<file path="src/hdl/tcq_pkg.sv">
// ----------------------------------------------------------------------------
// Timed command queue package
// Opcodes, motion codes and stream field layout shared by the RTL files.
// ----------------------------------------------------------------------------
`default_nettype none

package tcq_pkg;

    localparam int DEFAULT_QUEUE_DEPTH = 8;

    localparam logic OP_SCHEDULE = 1'b0;
    localparam logic OP_TICK     = 1'b1;

    localparam logic [2:0] CODE_FORWARD = 3'd0;
    localparam logic [2:0] CODE_BACK    = 3'd1;
    localparam logic [2:0] CODE_LEFT    = 3'd2;
    localparam logic [2:0] CODE_RIGHT   = 3'd3;
    localparam logic [2:0] CODE_STOP    = 3'd4;

    localparam int CODE_W  = 3;
    localparam int START_W = 48;
    localparam int DUR_W   = 32;
    localparam int EPOCH_W = 48;
    localparam int LOCAL_W = 32;
    localparam int DL_W    = 49;
    localparam int COUNT_W = 4;

    // input tdata layout
    localparam int CODE_LSB  = 0;
    localparam int START_LSB = CODE_LSB + CODE_W;
    localparam int DUR_LSB   = START_LSB + START_W;
    localparam int EPOCH_LSB = DUR_LSB + DUR_W;
    localparam int LOCAL_LSB = EPOCH_LSB + EPOCH_W;
    localparam int S_USED_W  = LOCAL_LSB + LOCAL_W;
    localparam int S_TDATA_W = ((S_USED_W + 7) / 8) * 8;

    // result tdata layout
    localparam int M_USED_W  = 4 + CODE_W + COUNT_W;
    localparam int M_TDATA_W = ((M_USED_W + 7) / 8) * 8;

endpackage

`default_nettype wire

</file>
<file path="src/hdl/timed_command_queue.sv">
// ----------------------------------------------------------------------------
// Timed command queue: schedule/tick stream in, one status transaction out.
// Input accept to result valid passes the input reg, then the result reg.
// One transaction per cycle unless stalled; queue, deadline update in one pass.
// Reset: aresetn synchronous low clears pointers, count, deadlines, valids.
// ----------------------------------------------------------------------------
`default_nettype none

module timed_command_queue #(
    parameter int QUEUE_DEPTH = tcq_pkg::DEFAULT_QUEUE_DEPTH
) (
    input  wire logic                         aclk,
    input  wire logic                         aresetn,
    input  wire logic                         s_tvalid,
    output logic                              s_tready,
    // command_code[2:0], start_ms[50:3], duration_ms[82:51],
    // epoch_now[130:83], local_now[162:131], zero pad
    input  wire logic [tcq_pkg::S_TDATA_W-1:0] s_tdata,
    // operation
    input  wire logic                         s_tuser,
    output logic                              m_tvalid,
    input  wire logic                         m_tready,
    // schedule_accepted[0], queue_full[1], stop_pulse[2], dispatch_valid[3],
    // dispatch_code[6:4], queue_count[10:7], zero pad
    output logic [tcq_pkg::M_TDATA_W-1:0]     m_tdata
);
    import tcq_pkg::*;

    localparam int IDX_W = (QUEUE_DEPTH > 1) ? $clog2(QUEUE_DEPTH) : 1;
    localparam int CNT_W = $clog2(QUEUE_DEPTH + 1);

    logic                 in_valid_reg;
    logic                 in_op_reg;
    logic [S_TDATA_W-1:0] in_data_reg;
    logic                 advance;

    logic [CODE_W-1:0]  q_code_reg  [QUEUE_DEPTH];
    logic [START_W-1:0] q_start_reg [QUEUE_DEPTH];
    logic [DUR_W-1:0]   q_dur_reg   [QUEUE_DEPTH];

    logic [IDX_W-1:0] head_reg,  head_next;
    logic [IDX_W-1:0] tail_reg,  tail_next;
    logic [CNT_W-1:0] count_reg, count_next;
    logic             ep_arm_reg, ep_arm_next;
    logic [DL_W-1:0]  ep_dl_reg,  ep_dl_next;
    logic             lc_arm_reg, lc_arm_next;
    logic [LOCAL_W-1:0] lc_dl_reg, lc_dl_next;

    logic                 m_valid_reg;
    logic [M_TDATA_W-1:0] m_data_reg;

    logic [CODE_W-1:0]  f_code;
    logic [START_W-1:0] f_start;
    logic [DUR_W-1:0]   f_dur;
    logic [EPOCH_W-1:0] f_enow;
    logic [LOCAL_W-1:0] f_lnow;

    logic [START_W-1:0] h_start;
    logic [DUR_W-1:0]   h_dur;
    logic [CODE_W-1:0]  h_code;
    logic [LOCAL_W-1:0] lc_diff;
    logic               wr_en;
    logic               r_acc, r_full, r_stop, r_dvalid;
    logic [CODE_W-1:0]  r_dcode;
    logic [31:0]        cnt_wide;

    assign advance  = in_valid_reg && (!m_valid_reg || m_tready);
    assign s_tready = !in_valid_reg || advance;
    assign m_tvalid = m_valid_reg;
    assign m_tdata  = m_data_reg;

    assign f_code  = in_data_reg[CODE_LSB  +: CODE_W];
    assign f_start = in_data_reg[START_LSB +: START_W];
    assign f_dur   = in_data_reg[DUR_LSB   +: DUR_W];
    assign f_enow  = in_data_reg[EPOCH_LSB +: EPOCH_W];
    assign f_lnow  = in_data_reg[LOCAL_LSB +: LOCAL_W];

    assign h_code  = q_code_reg[head_reg];
    assign h_start = q_start_reg[head_reg];
    assign h_dur   = q_dur_reg[head_reg];
    assign lc_diff = f_lnow - lc_dl_reg;

    always_comb begin
        head_next   = head_reg;
        tail_next   = tail_reg;
        count_next  = count_reg;
        ep_arm_next = ep_arm_reg;
        ep_dl_next  = ep_dl_reg;
        lc_arm_next = lc_arm_reg;
        lc_dl_next  = lc_dl_reg;
        wr_en       = 1'b0;
        r_acc       = 1'b0;
        r_full      = 1'b0;
        r_stop      = 1'b0;
        r_dvalid    = 1'b0;
        r_dcode     = '0;
        if (in_op_reg == OP_SCHEDULE) begin
            if ((f_start != '0) && (f_code <= CODE_STOP)) begin
                if (count_reg >= CNT_W'(QUEUE_DEPTH)) begin
                    r_full = 1'b1;
                end else begin
                    wr_en      = 1'b1;
                    r_acc      = 1'b1;
                    count_next = count_reg + 1'b1;
                    tail_next  = (tail_reg == IDX_W'(QUEUE_DEPTH - 1)) ? '0
                                                                       : tail_reg + 1'b1;
                end
            end
        end else begin
            if (ep_arm_reg && (f_enow != '0) && ({1'b0, f_enow} >= ep_dl_reg)) begin
                r_stop      = 1'b1;
                ep_arm_next = 1'b0;
                ep_dl_next  = '0;
            end
            if (lc_arm_reg && !lc_diff[LOCAL_W-1]) begin
                r_stop      = 1'b1;
                lc_arm_next = 1'b0;
                lc_dl_next  = '0;
            end
            if ((count_reg != '0) && ((f_enow == '0) || (f_enow >= h_start))) begin
                r_dvalid    = 1'b1;
                r_dcode     = h_code;
                count_next  = count_reg - 1'b1;
                head_next   = (head_reg == IDX_W'(QUEUE_DEPTH - 1)) ? '0
                                                                    : head_reg + 1'b1;
                ep_arm_next = 1'b0;
                ep_dl_next  = '0;
                if (h_dur != '0) begin
                    if (f_enow != '0) begin
                        ep_arm_next = 1'b1;
                        ep_dl_next  = {1'b0, h_start} + {{(DL_W-DUR_W){1'b0}}, h_dur};
                    end else begin
                        lc_arm_next = 1'b1;
                        lc_dl_next  = f_lnow + h_dur;
                    end
                end
            end
        end
        cnt_wide = 32'(count_next);
    end

    always_ff @(posedge aclk) begin
        if (!aresetn) begin
            in_valid_reg <= 1'b0;
            m_valid_reg  <= 1'b0;
            head_reg     <= '0;
            tail_reg     <= '0;
            count_reg    <= '0;
            ep_arm_reg   <= 1'b0;
            ep_dl_reg    <= '0;
            lc_arm_reg   <= 1'b0;
            lc_dl_reg    <= '0;
        end else begin
            if (s_tready) begin
                in_valid_reg <= s_tvalid;
            end
            if (advance) begin
                m_valid_reg <= 1'b1;
                head_reg    <= head_next;
                tail_reg    <= tail_next;
                count_reg   <= count_next;
                ep_arm_reg  <= ep_arm_next;
                ep_dl_reg   <= ep_dl_next;
                lc_arm_reg  <= lc_arm_next;
                lc_dl_reg   <= lc_dl_next;
            end else if (m_tready) begin
                m_valid_reg <= 1'b0;
            end
        end
    end

    always_ff @(posedge aclk) begin
        if (s_tready && s_tvalid) begin
            in_op_reg   <= s_tuser;
            in_data_reg <= s_tdata;
        end
        if (advance) begin
            m_data_reg <= M_TDATA_W'({cnt_wide[COUNT_W-1:0], r_dcode,
                                      r_dvalid, r_stop, r_full, r_acc});
        end
        if (advance && wr_en) begin
            q_code_reg[tail_reg]  <= f_code;
            q_start_reg[tail_reg] <= f_start;
            q_dur_reg[tail_reg]   <= (f_code == CODE_STOP) ? '0 : f_dur;
        end
    end

endmodule

`default_nettype wire

</file>
<file path="config.mk">
export PLATFORM = sky130hd
export DESIGN_NAME = timed_command_queue
export DESIGN_NICKNAME = d
export VERILOG_FILES = /design/src/hdl/tcq_pkg.sv /design/src/hdl/timed_command_queue.sv
export SDC_FILE = /design/constraint.sdc
export NUM_CORES = 1
export LEC_CHECK = 0
export ABC_AREA = 1
export BUFFER_PORTS_ARGS = -buffer_cell sky130_fd_sc_hd__buf_2
export CAP_MARGIN = 10
export CELL_PAD_IN_SITES_DETAIL_PLACEMENT = 1
export CELL_PAD_IN_SITES_GLOBAL_PLACEMENT = 1
export CORE_ASPECT_RATIO = 0.6
export CORE_MARGIN = 2
export CORE_UTILIZATION = 25
export DETAILED_ROUTE_END_ITERATION = 10
export GPL_TIMING_DRIVEN = 0
export MAX_ROUTING_LAYER = met4
export PLACE_DENSITY_LB_ADDON = 0.1
export SLEW_MARGIN = 20
export SYNTH_ARGS = -nofsm -noshare
export SYNTH_HDL_FRONTEND = slang
export SYNTH_SLANG_ARGS = --single-unit
export TNS_END_PERCENT = 5
</file>
<file path="constraint.sdc">
create_clock -name aclk -period 8.6 [get_ports aclk]
set_input_delay 0.43 -clock aclk [delete_from_list [all_inputs] [get_ports aclk]]
set_output_delay 0.43 -clock aclk [all_outputs]
set_load 0.02 [all_outputs]
</file>
==> results.md <==
- Across the run, the number of max-cap violations was 0.
- The number of buffers inserted by post-CTS setup repair is 0.
- In the finished design, the share of the clock period the worst path needs comes to 0.927.
- Measured along the x axis, the die boundary spans 550 microns.
- The actual slew at the worst max-slew pin is 1.17 ns.
- The critical path's slowest cell is sky130_fd_sc_hd__clkbuf_1.
- The average wire length per cell after detail routing is 24.0 microns.
- The share of synthesized area occupied by flip-flops and latches is 0.608.
- Across the VDD grid, the largest voltage drop is 0.155 mV.
- The most area-hungry cell type in the Yosys netlist is sky130_fd_sc_hd__edfxtp_1.
- The DRC violations left is 0.
- The number of global-route vias before repair is 34225.
- The depth of the worst register-to-register path is 23.
- The total overflow reported by the global router is 0.
- The relative slew slack is 0.215.
- For this block, the initial DRC count from the detailed router was 2635.
- Data on the critical path arrives at its endpoint at 8.66 ns.
- The end point of the critical path is ep_dl_reg[38].
- The depth of the critical timing path with buffers and inverters included is 23.
- The clock transition at the registers of the reported paths is 0.06 ns.
- The family with the most delay on the worst path is buffers and inverters.
- The root buffer cell chosen for the clock tree is sky130_fd_sc_hd__clkbuf_16.
- The power density normalized to cell area is 193 nW/um^2.
- In the final timing run, aggregate negative setup slack is 0 ns.
- The cell occurring most often along the worst timing path is sky130_fd_sc_hd__nand2_1.
- The worst flop-to-flop path endpoint is ep_dl_reg[38].
- The met3 track demand over resource is 0.0351.
- The initial cell density of the core is 0.251.
- The final hold violation count was 0.
- The mapped netlist covers 44700 sq um.
- Along the worst path, the maximum fanout reaches 10.
- The final antenna-violating net count is 0.
- The number of clock sinks is 937.
- The count of distinct cell types in the synthesized netlist is 48.
- Fill cells in the final layout number 20206.
- The CTS tree is done.
- The worst hold margin is 0.0628 ns.
- The worst path in the final design needs a cycle of 7.97 ns, including I/O delays and setup.
- Routability-driven placement finished with a final weighted congestion of 0.847.
- Among all flip-flop cells after synthesis, the most frequent one is sky130_fd_sc_hd__edfxtp_1.
- Entering global routing, the biggest net connects 74 pins.
- The flow ran to the end, and the final reports show no timing, DRC or antenna violations.
- Counting flops and latches in the post-synthesis netlist gives 937.
- STA classifies the critical path startpoint as a register.
- The timing-limited maximum frequency is 125 MHz.
- The worst min-delay path category is input pin to register.
- The global routing stage identified its most utilized layer as met1.
- From bottom edge to top edge, the die measures 331 microns.
- The HPWL after detailed placement is 141000 microns.
- STA puts the critical path data required time at 9.28 ns.
- In the global route stage, met1 resource usage came out at 0.323.
- The endpoint class of the critical path is a register.
- The global-route usage over all layers is 0.203.
- The worst setup margin is 0.628 ns.
- Of the post-synthesis cell area, the dominant cell type holds 0.564.
- The number of top-level design ports is 191.
- The die covers 182000 sq um.
- The deepest clock path buffer count is 3.
- The first-pass GRT wire length is 256000 microns.
- The clock latency on the worst-skew pair is 0.77 ns.
- The share of layout cells above drive strength 1 is 0.0994.
- The number of antenna violations at the first check in global routing is 10.
- The count of flip-flops with a built-in enable after synthesis is 839.
- The utilization of the core after routing is 0.308.
- The routed layout has 34326 vias.
- Counting every instance in the synthesized netlist gives 4557.
- Setup repair after global routing left no endpoint under its margin.
- Before CTS, the worst setup slack after placement is 0.804 ns.
- CTS built an H-tree with a depth of 3.
- The final setup violation count is 0.
- Yosys attributes the largest share of cell area to sky130_fd_sc_hd__edfxtp_1 (56%), sky130_fd_sc_hd__nand2_1 (9.6%), sky130_fd_sc_hd__ha_1 (5.5%).
- The critical path is of the register to register type.
- The number of flip-flops in the largest register is 384.
- The vias per cell is 4.54.
- The overall routed net length is 181000 microns.
- The setup check on the worst reg-to-reg path leaves a slack of 0.63 ns.
- The core footprint is 178000 sq um.
- The final total power is 10.6 mW.
- The worst clock skew on the final layout is 0.0533 ns.
- The largest incremental delay on the critical path is 0.79 ns.
- The site row count is 120.
- The area growth from synthesis to layout is 22.6%.
- The net count of the finished layout is 5466.
- The sum of buffers and inverters on the critical path is 9.
- In the synthesized netlist the async set-or-reset flop fraction comes to 0.
- The signal on the critical path passes through buf_2, clkinv_1, buf_2, clkbuf_1, clkbuf_1, clkbuf_1, nand2_1, o21ai_1, inv_1, ha_1, nand2_1, nor2_1, nand4_1, nor3b_1, nand2_1, nand2_1, nand3_1, nand2_2, clkinv_1, nor2_4, buf_6, nand2_1, a21oi_1.
- The quantity of I/O buffers inserted on ports is 180.
- In this run the static leakage power is 21.7 nW.
- The per-instance average area after synthesis is 9.81 sq um.
- The number of slew-limit violations in the final report is 0.
- Buffers inserted during clock tree synthesis total 102.
- The count of warnings emitted by yosys is 0.
- The detailed-router iteration count before antenna repair is 5.
- The met2 global-route usage is 0.264.
[area by class of cell]
type                    count  area [sq um]  area share
diodes                      6          15.0    0.000274
well taps                2379          2980      0.0544
clock buffers             131          2690      0.0492
clock inverters            56           654      0.0119
inverters                 549          2070      0.0378
repair buffers            431          3660      0.0668
multi-input cells        2910         14700       0.268
flip-flops and latches    937         27200       0.496
plain buffers             165           872      0.0159
[report_power, final]
group          total, mW  switching (mW)  internal, mW  leakage, nW
registers           5.13          0.0859          5.04         8.48
logic              0.872           0.587         0.285         11.6
clock network       4.59            2.04          2.55         1.62
[worst reg2reg max path, cell delays in order, from the launching register on]
cell and delay [ns]:
sky130_fd_sc_hd__dfxtp_1 0.33, sky130_fd_sc_hd__buf_2 0.23, sky130_fd_sc_hd__clkinv_1 0.24, sky130_fd_sc_hd__buf_2 0.36, sky130_fd_sc_hd__clkbuf_1 0.80, sky130_fd_sc_hd__clkbuf_1 0.74, sky130_fd_sc_hd__clkbuf_1 0.76, sky130_fd_sc_hd__nand2_1 0.14
sky130_fd_sc_hd__o21ai_1 0.56, sky130_fd_sc_hd__inv_1 0.11, sky130_fd_sc_hd__ha_1 0.31, sky130_fd_sc_hd__nand2_1 0.05, sky130_fd_sc_hd__nor2_1 0.20, sky130_fd_sc_hd__nand4_1 0.35, sky130_fd_sc_hd__nor3b_1 0.29, sky130_fd_sc_hd__nand2_1 0.17
sky130_fd_sc_hd__nand2_1 0.14, sky130_fd_sc_hd__nand3_1 0.24, sky130_fd_sc_hd__nand2_2 0.28, sky130_fd_sc_hd__clkinv_1 0.47, sky130_fd_sc_hd__nor2_4 0.57, sky130_fd_sc_hd__buf_6 0.29, sky130_fd_sc_hd__nand2_1 0.13, sky130_fd_sc_hd__a21oi_1 0.14
[cell families after synthesis]
family,synth area share
XOR/XNOR,0.0122
other,0.0000839
buffers and inverters,0.0655
AND/OR/NAND/NOR,0.179
adder cells (fa/ha/maj),0.0555
flip-flops,0.608
AO/OA/AOI/OAI,0.0794
multiplexers,0.000672
[timing repair]
| item | CTS | global route |
|---|---|---|
| gates resized for setup | 0 | 0 |
| endpoints found under the hold margin | 166 | 0 |
| hold buffers | 165 | 0 |
[cells in the final DEF (no fill, tap or decap), types with 17 or more instances in the layout]
cell                               n
sky130_fd_sc_hd__nor4_1           17
sky130_fd_sc_hd__a21oi_1         218
sky130_fd_sc_hd__inv_1           539
sky130_fd_sc_hd__dlygate4sd3_1   165
sky130_fd_sc_hd__nor2_1          488
sky130_fd_sc_hd__buf_4            70
sky130_fd_sc_hd__nand3_1         249
sky130_fd_sc_hd__ha_1            195
sky130_fd_sc_hd__buf_6            29
sky130_fd_sc_hd__dfxtp_1          98
sky130_fd_sc_hd__clkbuf_16       103
sky130_fd_sc_hd__o21ai_0         284
sky130_fd_sc_hd__o22ai_1          67
sky130_fd_sc_hd__nand4_1          36
sky130_fd_sc_hd__nor3_1           19
sky130_fd_sc_hd__buf_2           216
sky130_fd_sc_hd__o21ai_1          33
sky130_fd_sc_hd__clkbuf_1        103
sky130_fd_sc_hd__edfxtp_1        839
sky130_fd_sc_hd__nand2_1        1139
sky130_fd_sc_hd__xor2_1           46
sky130_fd_sc_hd__clkinv_1         24
[how the worst min path moves through the flow]
stage,from,to,slack (ns),depth (start not counted)
floorplan,lc_dl_reg[10],lc_dl_reg[10],0.44,2
global placement,ep_dl_reg[12],ep_dl_reg[12],0.45,2
detailed placement,lc_dl_reg[12],lc_dl_reg[12],0.45,2
CTS,s_tvalid,in_valid_reg,0.02,3
global route,s_tvalid,in_valid_reg,0.06,3
finish,s_tvalid,in_valid_reg,0.06,3
[Yosys cell counts (4+ instances only)]
master                     count
sky130_fd_sc_hd__a21o_1        9
sky130_fd_sc_hd__a21oi_1     218
sky130_fd_sc_hd__a31oi_1       9
sky130_fd_sc_hd__buf_1        11
sky130_fd_sc_hd__buf_2        36
sky130_fd_sc_hd__buf_4        22
sky130_fd_sc_hd__buf_6        16
sky130_fd_sc_hd__clkbuf_1     80
sky130_fd_sc_hd__clkinv_1      5
sky130_fd_sc_hd__dfxtp_1      98
sky130_fd_sc_hd__edfxtp_1    839
sky130_fd_sc_hd__ha_1        195
sky130_fd_sc_hd__inv_1       540
sky130_fd_sc_hd__inv_2         4
sky130_fd_sc_hd__nand2_1    1139
sky130_fd_sc_hd__nand2_2       4
sky130_fd_sc_hd__nand3_1     249
sky130_fd_sc_hd__nand3b_1      6
sky130_fd_sc_hd__nand4_1      36
sky130_fd_sc_hd__nor2_1      492
sky130_fd_sc_hd__nor2_2        4
sky130_fd_sc_hd__nor3_1       23
sky130_fd_sc_hd__nor4_1       17
sky130_fd_sc_hd__o211ai_1     10
sky130_fd_sc_hd__o21a_1        9
sky130_fd_sc_hd__o21ai_0     288
sky130_fd_sc_hd__o21ai_1      29
sky130_fd_sc_hd__o21bai_1      9
sky130_fd_sc_hd__o221ai_1      4
sky130_fd_sc_hd__o22ai_1      67
sky130_fd_sc_hd__xnor2_1      16
sky130_fd_sc_hd__xor2_1       46
[metrics by stage]
| step | cell area (sq um) | cells |
|---|---|---|
| finish | 54800 | 7564 |
| global route | 54800 | 7559 |
| CTS | 54700 | 7558 |
| detailed placement | 49700 | 7206 |
| global placement | 48600 | 7120 |
| floorplan | 44700 | 4561 |
[per-layer routing]
metal  up-vias  routed length, microns
met3       162                    9790
met1     17056                   99700
met4         0                    2480
li1      16443                       -
met2       665                   69200
met5         -                       0
Note: power is estimated with default switching activity, not from simulation.
